===== config.mk =====
export PLATFORM = sky130hd
export DESIGN_NAME = file_table_allocator
export DESIGN_NICKNAME = d
export VERILOG_FILES = /design/src/rtl/core/fta_pkg.sv /design/src/rtl/core/fta_table.sv /design/src/rtl/core/file_table_allocator.sv
export SDC_FILE = /design/constraint.sdc
export NUM_CORES = 2
export LEC_CHECK = 0
export BUFFER_PORTS_ARGS = -buffer_cell sky130_fd_sc_hd__buf_4
export CAP_MARGIN = 10
export CELL_PAD_IN_SITES_DETAIL_PLACEMENT = 0
export CELL_PAD_IN_SITES_GLOBAL_PLACEMENT = 2
export CORE_UTILIZATION = 40
export CTS_CLUSTER_SIZE = 28
export DETAILED_ROUTE_END_ITERATION = 8
export PLACE_DENSITY_LB_ADDON = 0.05
export SLEW_MARGIN = 10
export SYNTH_ARGS = -nofsm -noshare
export SYNTH_HDL_FRONTEND = slang
export SYNTH_HIERARCHICAL = 1
export SYNTH_SLANG_ARGS = --single-unit

===== constraint.sdc =====
create_clock -name clk -period 8.1 [get_ports clk]
set_input_delay 0.81 -clock clk [delete_from_list [all_inputs] [get_ports clk]]
set_output_delay 0.81 -clock clk [all_outputs]
set_load 0.02 [all_outputs]

===== src/rtl/core/fta_pkg.sv =====
`default_nettype none

package fta_pkg;

  localparam int unsigned SzW      = 18;
  localparam int unsigned HashW    = 32;
  localparam int unsigned CmdW     = 2;
  localparam int unsigned StatW    = 2;
  localparam int unsigned CountW   = 6;
  // widest entry index the table supports (up to 256 entries)
  localparam int unsigned IdxMaxW  = 8;

  localparam int unsigned InDataW  = 72;
  localparam int unsigned OutDataW = 80;

  localparam logic [CmdW-1:0] CMD_LOOKUP = 2'd0;
  localparam logic [CmdW-1:0] CMD_WRITE  = 2'd1;
  localparam logic [CmdW-1:0] CMD_DELETE = 2'd2;
  localparam logic [CmdW-1:0] CMD_FORMAT = 2'd3;

  localparam logic [StatW-1:0] STAT_OK        = 2'd0;
  localparam logic [StatW-1:0] STAT_NOT_FOUND = 2'd1;
  localparam logic [StatW-1:0] STAT_FULL      = 2'd2;
  localparam logic [StatW-1:0] STAT_NO_SPACE  = 2'd3;

  typedef struct packed {
    logic [HashW-1:0] hash;
    logic [SzW-1:0]   offset;
    logic [SzW-1:0]   size;
  } entry_t;

  typedef struct packed {
    logic               wr_en;
    logic [IdxMaxW-1:0] wr_idx;
    entry_t             wr_entry;
    logic               live_en;
    logic [IdxMaxW-1:0] live_idx;
    logic               live_val;
    logic               live_clr;
  } tbl_ctl_t;

endpackage

`default_nettype wire


===== src/rtl/core/fta_table.sv =====
`default_nettype none

module fta_table #(
  parameter int unsigned NUM_ENTRIES = 32,
  localparam int unsigned IdxW = (NUM_ENTRIES > 1) ? $clog2(NUM_ENTRIES) : 1
) (
  input  logic              clk,
  input  logic              rst_n,
  input  fta_pkg::tbl_ctl_t ctl,
  input  logic [IdxW-1:0]   rd_idx,
  output fta_pkg::entry_t   rd_entry,
  output logic              rd_live
);
  import fta_pkg::*;

  // entry payload; only meaningful where the live bit is set
  entry_t mem [NUM_ENTRIES];
  logic [NUM_ENTRIES-1:0] live_r;
  entry_t rd_entry_r;
  logic   rd_live_r;

  always_ff @(posedge clk) begin
    if (ctl.wr_en) begin
      mem[ctl.wr_idx[IdxW-1:0]] <= ctl.wr_entry;
    end
    rd_entry_r <= mem[rd_idx];
  end

  always_ff @(posedge clk) begin
    if (!rst_n) begin
      live_r    <= '0;
      rd_live_r <= 1'b0;
    end else begin
      rd_live_r <= live_r[rd_idx];
      if (ctl.live_clr) begin
        live_r <= '0;
      end else if (ctl.live_en) begin
        live_r[ctl.live_idx[IdxW-1:0]] <= ctl.live_val;
      end
    end
  end

  assign rd_entry = rd_entry_r;
  assign rd_live  = rd_live_r;

endmodule

`default_nettype wire


===== src/rtl/core/file_table_allocator.sv =====
`default_nettype none

// File directory with append allocation. Each request (in_tuser = command,
// in_tdata = hash, write size, read limit) gives one result. Lookup, write and
// delete walk the entry table one entry per cycle through the table memory's
// single read port, with one adder/comparator tracking the highest live data
// end; a write then aligns, decides and commits, but skips the commit when it
// fails as table full or out of space, and format clears the table. in_tready
// is high only between requests; a new request is taken while the previous
// result still waits on the output side. cfg_data (region size) may be written
// whenever no request is in flight.
module file_table_allocator #(
  parameter int unsigned NUM_ENTRIES = 32,
  parameter int unsigned DATA_START  = 528
) (
  input  logic        clk,
  input  logic        rst_n,
  input  logic        in_tvalid,
  output logic        in_tready,
  // [31:0] hash, [49:32] write_size, [67:50] read_limit, rest zero
  input  logic [fta_pkg::InDataW-1:0]  in_tdata,
  // [1:0] cmd
  input  logic [fta_pkg::CmdW-1:0]     in_tuser,
  output logic        out_tvalid,
  input  logic        out_tready,
  // [1:0] status, [19:2] data_offset, [37:20] read_length,
  // [55:38] stored_size, [61:56] file_count, [79:62] free_bytes
  output logic [fta_pkg::OutDataW-1:0] out_tdata,
  input  logic        cfg_valid,
  output logic        cfg_ready,
  input  logic [fta_pkg::SzW-1:0]      cfg_data
);
  import fta_pkg::*;

  localparam int unsigned IdxW = (NUM_ENTRIES > 1) ? $clog2(NUM_ENTRIES) : 1;
  localparam int unsigned CntW = $clog2(NUM_ENTRIES + 1);
  localparam logic [CntW-1:0] CntMax = CntW'(NUM_ENTRIES);
  localparam logic [SzW:0]    DsEnd  = (SzW+1)'(DATA_START);
  localparam logic [SzW+2:0]  DsSum  = (SzW+3)'(DATA_START);

  localparam logic [2:0] S_IDLE   = 3'd0;
  localparam logic [2:0] S_SCAN   = 3'd1;
  localparam logic [2:0] S_ALIGN  = 3'd2;
  localparam logic [2:0] S_DECIDE = 3'd3;
  localparam logic [2:0] S_COMMIT = 3'd4;
  localparam logic [2:0] S_CLEAR  = 3'd5;
  localparam logic [2:0] S_FIN    = 3'd6;

  // control
  logic [2:0]      state_r, state_nxt;
  logic [CntW-1:0] cnt_r, cnt_nxt;
  logic            rv_r, rv_nxt;
  logic            found_r, found_nxt;
  logic            empty_r, empty_nxt;
  logic [CntW-1:0] live_cnt_r, live_cnt_nxt;
  logic [SzW-1:0]  used_r, used_nxt;
  logic [SzW-1:0]  region_r, region_nxt;
  logic            out_tvalid_r, out_tvalid_nxt;

  // payload
  logic [CmdW-1:0]     cmd_r, cmd_nxt;
  logic [HashW-1:0]    hash_r, hash_nxt;
  logic [SzW-1:0]      wsize_r, wsize_nxt;
  logic [SzW-1:0]      limit_r, limit_nxt;
  logic [IdxW-1:0]     didx_r, didx_nxt;
  logic [IdxW-1:0]     fidx_r, fidx_nxt;
  logic [SzW-1:0]      f_off_r, f_off_nxt;
  logic [SzW-1:0]      f_size_r, f_size_nxt;
  logic [IdxW-1:0]     eidx_r, eidx_nxt;
  logic [SzW:0]        max_r, max_nxt;
  logic [SzW+1:0]      next_r, next_nxt;
  logic [SzW+2:0]      sum_r, sum_nxt;
  logic [StatW-1:0]    status_r, status_nxt;
  logic [SzW-1:0]      offs_r, offs_nxt;
  logic [SzW-1:0]      rlen_r, rlen_nxt;
  logic [SzW-1:0]      ssize_r, ssize_nxt;
  logic [OutDataW-1:0] out_tdata_r, out_tdata_nxt;

  tbl_ctl_t ctl;
  entry_t   rd_entry;
  logic     rd_live;

  logic            scan_done;
  logic            hit, first_hit, eff_live;
  logic [SzW:0]    end_sum;
  logic [SzW+2:0]  place_sum;
  logic [SzW:0]    base;
  logic [SzW-1:0]  free_bytes;
  logic [CountW-1:0] file_count;

  fta_table #(
    .NUM_ENTRIES(NUM_ENTRIES)
  ) u_table (
    .clk     (clk),
    .rst_n   (rst_n),
    .ctl     (ctl),
    .rd_idx  (cnt_r[IdxW-1:0]),
    .rd_entry(rd_entry),
    .rd_live (rd_live)
  );

  assign in_tready  = (state_r == S_IDLE);
  assign cfg_ready  = 1'b1;
  assign out_tvalid = out_tvalid_r;
  assign out_tdata  = out_tdata_r;

  assign scan_done = (state_r == S_SCAN) && (cnt_r == CntMax) && !rv_r;

  // the first live match is the one a write frees; it counts as empty
  assign hit       = rd_live && (rd_entry.hash == hash_r);
  assign first_hit = hit && !found_r;
  assign eff_live  = rd_live && !first_hit;
  assign end_sum   = {1'b0, rd_entry.offset} + {1'b0, rd_entry.size};
  assign place_sum = {1'b0, next_r} + {3'b000, wsize_r};

  assign base       = DsEnd + {1'b0, used_r};
  assign free_bytes = ({1'b0, region_r} > base) ? SzW'({1'b0, region_r} - base) : '0;
  assign file_count = (live_cnt_r > 63) ? 6'd63 : CountW'(live_cnt_r);

  always_comb begin
    ctl          = '0;
    ctl.live_idx = IdxMaxW'(fidx_r);
    ctl.wr_idx   = IdxMaxW'(eidx_r);
    ctl.wr_entry = '{hash: hash_r, offset: next_r[SzW-1:0], size: wsize_r};
    unique case (state_r)
      S_SCAN: begin
        if (scan_done && cmd_r == CMD_DELETE && found_r) begin
          ctl.live_en = 1'b1;
        end
      end
      S_DECIDE: begin
        ctl.live_en = found_r;
      end
      S_COMMIT: begin
        ctl.wr_en    = 1'b1;
        ctl.live_en  = 1'b1;
        ctl.live_idx = IdxMaxW'(eidx_r);
        ctl.live_val = (wsize_r != '0);
      end
      S_CLEAR: begin
        ctl.live_clr = 1'b1;
      end
      default: begin
      end
    endcase
  end

  always_comb begin
    state_nxt      = state_r;
    cnt_nxt        = cnt_r;
    rv_nxt         = (state_r == S_SCAN) && (cnt_r != CntMax);
    found_nxt      = found_r;
    empty_nxt      = empty_r;
    live_cnt_nxt   = live_cnt_r;
    used_nxt       = used_r;
    region_nxt     = cfg_valid ? cfg_data : region_r;
    out_tvalid_nxt = out_tvalid_r && !out_tready;
    cmd_nxt        = cmd_r;
    hash_nxt       = hash_r;
    wsize_nxt      = wsize_r;
    limit_nxt      = limit_r;
    didx_nxt       = cnt_r[IdxW-1:0];
    fidx_nxt       = fidx_r;
    f_off_nxt      = f_off_r;
    f_size_nxt     = f_size_r;
    eidx_nxt       = eidx_r;
    max_nxt        = max_r;
    next_nxt       = next_r;
    sum_nxt        = sum_r;
    status_nxt     = status_r;
    offs_nxt       = offs_r;
    rlen_nxt       = rlen_r;
    ssize_nxt      = ssize_r;
    out_tdata_nxt  = out_tdata_r;

    unique case (state_r)
      S_IDLE: begin
        if (in_tvalid) begin
          cmd_nxt    = in_tuser;
          hash_nxt   = in_tdata[31:0];
          wsize_nxt  = in_tdata[49:32];
          limit_nxt  = in_tdata[67:50];
          cnt_nxt    = '0;
          found_nxt  = 1'b0;
          empty_nxt  = 1'b0;
          max_nxt    = DsEnd;
          status_nxt = STAT_OK;
          offs_nxt   = '0;
          rlen_nxt   = '0;
          ssize_nxt  = '0;
          state_nxt  = (in_tuser == CMD_FORMAT) ? S_CLEAR : S_SCAN;
        end
      end
      S_SCAN: begin
        if (cnt_r != CntMax) begin
          cnt_nxt = cnt_r + 1'b1;
        end
        if (rv_r) begin
          if (first_hit) begin
            found_nxt  = 1'b1;
            fidx_nxt   = didx_r;
            f_off_nxt  = rd_entry.offset;
            f_size_nxt = rd_entry.size;
          end
          if (!eff_live && !empty_r) begin
            empty_nxt = 1'b1;
            eidx_nxt  = didx_r;
          end
          if (eff_live && end_sum > max_r) begin
            max_nxt = end_sum;
          end
        end
        if (scan_done) begin
          unique case (cmd_r)
            CMD_LOOKUP: begin
              if (found_r) begin
                offs_nxt  = f_off_r;
                ssize_nxt = f_size_r;
                rlen_nxt  = (f_size_r < limit_r) ? f_size_r : limit_r;
              end else begin
                status_nxt = STAT_NOT_FOUND;
              end
              state_nxt = S_FIN;
            end
            CMD_DELETE: begin
              if (found_r) begin
                live_cnt_nxt = live_cnt_r - 1'b1;
              end else begin
                status_nxt = STAT_NOT_FOUND;
              end
              state_nxt = S_FIN;
            end
            CMD_WRITE: begin
              state_nxt = S_ALIGN;
            end
            default: begin
              state_nxt = S_FIN;
            end
          endcase
        end
      end
      S_ALIGN: begin
        next_nxt  = ({1'b0, max_r} + 20'd3) & ~20'd3;
        state_nxt = S_DECIDE;
      end
      S_DECIDE: begin
        if (found_r) begin
          live_cnt_nxt = live_cnt_r - 1'b1;
        end
        sum_nxt = place_sum;
        priority if (!empty_r) begin
          status_nxt = STAT_FULL;
          state_nxt  = S_FIN;
        end else if (place_sum > {3'b000, region_r}) begin
          status_nxt = STAT_NO_SPACE;
          state_nxt  = S_FIN;
        end else begin
          state_nxt = S_COMMIT;
        end
      end
      S_COMMIT: begin
        offs_nxt  = next_r[SzW-1:0];
        ssize_nxt = wsize_r;
        used_nxt  = SzW'(sum_r - DsSum);
        if (wsize_r != '0) begin
          live_cnt_nxt = live_cnt_r + 1'b1;
        end
        state_nxt = S_FIN;
      end
      S_CLEAR: begin
        live_cnt_nxt = '0;
        used_nxt     = '0;
        state_nxt    = S_FIN;
      end
      S_FIN: begin
        if (!out_tvalid_r || out_tready) begin
          out_tvalid_nxt = 1'b1;
          out_tdata_nxt  = {free_bytes, file_count, ssize_r, rlen_r, offs_r, status_r};
          state_nxt      = S_IDLE;
        end
      end
      default: begin
        state_nxt = S_IDLE;
      end
    endcase
  end

  always_ff @(posedge clk) begin
    if (!rst_n) begin
      state_r      <= S_IDLE;
      cnt_r        <= '0;
      rv_r         <= 1'b0;
      found_r      <= 1'b0;
      empty_r      <= 1'b0;
      live_cnt_r   <= '0;
      used_r       <= '0;
      region_r     <= 18'h10000;
      out_tvalid_r <= 1'b0;
    end else begin
      state_r      <= state_nxt;
      cnt_r        <= cnt_nxt;
      rv_r         <= rv_nxt;
      found_r      <= found_nxt;
      empty_r      <= empty_nxt;
      live_cnt_r   <= live_cnt_nxt;
      used_r       <= used_nxt;
      region_r     <= region_nxt;
      out_tvalid_r <= out_tvalid_nxt;
    end
  end

  always_ff @(posedge clk) begin
    cmd_r       <= cmd_nxt;
    hash_r      <= hash_nxt;
    wsize_r     <= wsize_nxt;
    limit_r     <= limit_nxt;
    didx_r      <= didx_nxt;
    fidx_r      <= fidx_nxt;
    f_off_r     <= f_off_nxt;
    f_size_r    <= f_size_nxt;
    eidx_r      <= eidx_nxt;
    max_r       <= max_nxt;
    next_r      <= next_nxt;
    sum_r       <= sum_nxt;
    status_r    <= status_nxt;
    offs_r      <= offs_nxt;
    rlen_r      <= rlen_nxt;
    ssize_r     <= ssize_nxt;
    out_tdata_r <= out_tdata_nxt;
  end

`ifndef SYNTHESIS
  a_cnt_bound: assert property (@(posedge clk) disable iff (!rst_n)
    live_cnt_r <= CntMax)
    else $error("live entry count above table size");

  a_out_from_fin: assert property (@(posedge clk) disable iff (!rst_n)
    $past(rst_n) && $rose(out_tvalid_r) |-> $past(state_r == S_FIN))
    else $error("result loaded outside final state");

  a_used_change: assert property (@(posedge clk) disable iff (!rst_n)
    $past(rst_n) && !$stable(used_r) |->
      ($past(state_r == S_COMMIT) || $past(state_r == S_CLEAR)))
    else $error("used bytes changed outside commit or format");

  a_commit_slot: assert property (@(posedge clk) disable iff (!rst_n)
    state_r == S_COMMIT |-> empty_r)
    else $error("commit without a free slot");
`endif

endmodule

`default_nettype wire

==> results.py <==
metrics = {
    "run_status": {
        "status": "finished, final reports clean",
    },
    "clock_network": {
        "clock_sinks": 2644,
        "cts_htree_levels": 5,
        "cts_root_buf": "clkbuf_16",
        "clk_path_buf_depth": 4,
        "tritoncts": "yes",
        "clk_pin_slew_ns": 0.06,
        "numCtsBuffers": 305,
        "insertion_delay_ns": 0.92,
        "post_cts_buffers": 0,
    },
    "drt": {
        "wl_per_cell_um": 31.00,
        "antenna_left": 0,
        "wirelength_um": 278000,
        "vias": 49900,
        "vias_per_cell": 5.565,
        "dr_wl_met2_um": 137300,
        "wirelength_met1_um": 123600,
        "drc": 0,
        "first_pass_iters": 5,
        "wl_met3_um": 10970,
        "drt_iter0_drc": 4378,
        "top_layer_used": "met4",
    },
    "worst_hold_path": {
        "hp-class": "in2reg",
    },
    "floorplan": {
        "die_h_um": 509.8,
        "core_mm2": 0.2567,
        "die-area_mm2": 0.2599,
        "ioPinCount": 180,
        "floorplan.rows": 186,
        "start_util_pct": 40.19,
        "die_w_um": 509.8,
    },
    "place": {
        "port_buffers": 174,
        "place_area_mm2": 0.1097,
        "dp.cells": 8426,
        "hpwl_um": 146500,
        "place.gp.congestion": 0.7550,
    },
    "sta": {
        "setup_tns_ns": 0,
        "worstMarginPinSlew_ns": 1.216,
        "setup_violations": 0,
        "finalHoldViolCount": 0,
        "drv_slew": 0,
        "fmax_ghz": 0.1986,
        "post-route-min-period_ns": 5.036,
        "fin_skew_ns": 0.05648,
        "slew_headroom_pct": 18.75,
        "post-route-period-util_pct": 62.17,
        "grt_setup_unrepaired": "false",
    },
    "setup_path": {
        "cp-end-kind": "flip-flop",
        "cp_max_fo": 34,
        "worstSetupPathType": "reg2reg",
        "arrival_ns": 5.65,
        "start_kind": "flip-flop",
        "cp.required_ns": 8.72,
    },
    "global_route": {
        "grt_remaining_overflow": 0,
        "grt_pass1_vias": 51220,
        "grt_max_degree": 122,
        "antenna_found_initial": 11,
        "grt_pass1_wl_um": 392000,
        "grt_usage_pct": 21.54,
    },
    "synthesis": {
        "syn_area_mm2": 0.1032,
        "syn_inst": 4875,
        "yosysWarnings": 6,
        "ys_types": 69,
        "async_flop_share_pct": 0,
        "synth-seq-cells": 2644,
        "ys.flop_type": "edfxtp_1",
        "avgSynthCellArea_um2": 21.16,
        "synth-edff-count": 2483,
        "ys_seq_area_share_pct": 75.40,
    },
    "power": {
        "ir_worst_vdd_mv": 0.2195,
        "power.leakage_nw": 37.48,
        "power_density_mw_per_mm2": 278.3,
    },
    "layout": {
        "n_fill_cell": 21570,
        "final_common_cell": "edfxtp_1",
        "fin_area_mm2": 0.1191,
        "final_net_count": 5569,
        "area_growth_pct": 15.49,
        "drive_gt1_share_pct": 27.84,
        "mostFrequentLayoutCells": "edfxtp_1 (2483), mux4_2 (686), clkbuf_16 (312)",
        "final_cells": 8968,
    },
    "run": {
        "drv_cap": 0,
    },
}
## kinds of logic (layout without fill, tap and decap cells)
logic type / after synthesis / in the layout / synth area share (%)
compound gates: 318 / 318 / 1.990
xor+xnor: 115 / 115 / 0.9763
fa+ha+maj: 118 / 118 / 1.460
buf+inv: 317 / 958 / 1.293
flops: 2644 / 2644 / 75.40
mux: 806 / 806 / 16.23
other cells: 2 / 70 / 0.007280
simple gates: 555 / 555 / 2.643
## final timing paths
check	from	end	slack (ns)	cells after the start
worst max-delay path	next_r[2]	status_r[1]	3.06	17
worst min-delay path	in_tdata[38]	wsize_r[6]	0.07	1
worst max register to register	next_r[2]	status_r[1]	3.06	17
worst min register to register	rlen_r[0]	out_tdata[20]	0.38	0
## routing by layer
layer	track usage [%]	up-vias
li1	-	21040
met1	30.24	27310
met2	35.97	1166
met3	2.545	384
met4	5.108	0
met5	0	-
## flip-flops by register name (all words and copies together), names as in the netlist, 18 cells and up
name and cells:
hash_r 32, f_size_r 18, out_tdata 80, u_table/live_r 32
offs_r 18, sum_r 18, limit_r 18, max_r 19
wsize_r 18, region_r 18, u_table/rd_entry 68, u_table/mem 2176
ssize_r 18, f_off_r 18, next_r 18, rlen_r 18
used_r 18
## area by class of cell
type	instances	area (µm²)	area share [%]
well taps	3384	4234	3.554
diodes	5	12.51	0.01050
multi-input cells	1977	24580	20.63
clock buffers	397	8235	6.912
flip-flops and latches	2644	77800	65.30
inverters	104	395.4	0.3318
clock inverters	135	1106	0.9283
repair buffers	322	2778	2.331
## synth_stat cells (10+ instances only)
master       n  area, µm²
a211oi_1    12      90.09
a21o_1      30      225.2
a21oi_1     97      485.5
a22o_1      15      131.4
a22oi_1     11      82.58
a31oi_1     13      81.33
and2_1      20      125.1
and3_1      10      62.56
buf_1       25      93.84
buf_2       46      230.2
clkbuf_1   126      473.0
dfxtp_1    161       3223
edfxtp_1  2483      74560
ha_1       114       1426
inv_1      103      386.6
mux2_2      74      833.3
mux2i_1     46      460.4
mux4_2     686      15450
nand2_1    161      604.3
nand2b_1    16      100.1
nand3_1     45      225.2
nand3b_1    11      82.58
nand4_1     21      131.4
nor2_1     131      491.7
nor2b_1     44      275.3
nor3_1      31      155.2
nor3b_1     12      90.09
nor4_1      19      118.9
o211ai_1    11      82.58
o21a_1      14      105.1
o21ai_0     60      300.3
or3_1       14      87.58
xnor2_1     59      516.8
xor2_1      56      490.5
## critical path, stage by stage, from the launching register on
cell and delay, ns:
edfxtp_1 0.32, buf_4 0.36, ha_1 0.28, inv_1 0.07, fa_1 0.40, nand2b_1 0.18, a21oi_1 0.26, o211ai_1 0.18
a21oi_1 0.44, a21oi_1 0.16, xnor2_1 0.24, ha_1 0.29, a21o_1 0.18, a21o_1 0.18, a2111oi_0 0.61, a31oi_1 0.22
a211oi_1 0.24, a21boi_0 0.18
## power breakdown
part	total (mW)	internal, mW	switching (mW)
logic	4.06	1.69	2.37
clock network	13.0	7.68	5.33
registers	16.1	15.8	0.298
total	33.2	25.2	8.00
## per-stage QoR
step	hold WS, ns	power [mW]	setup WS (ns)	utilization, %
6_report	0.06794	33.15	3.064	46.42
5_1_grt	0.009004	34.42	2.503	46.41
4_1_cts	0.0001515	33.61	3.045	46.38
3_5_place_dp	0.4045	20.54	3.063	42.73
3_3_place_gp	0.4032	20.51	3.117	42.73
2_1_floorplan	0.3743	19.10	2.188	-
## repair_timing
item / CTS / global route
endpoints found under the hold margin: 1 / 0
hold buffers: 1 / 0
resized for setup: 0 / 0
No activity file was read; power rests on OpenSTA's default activity.
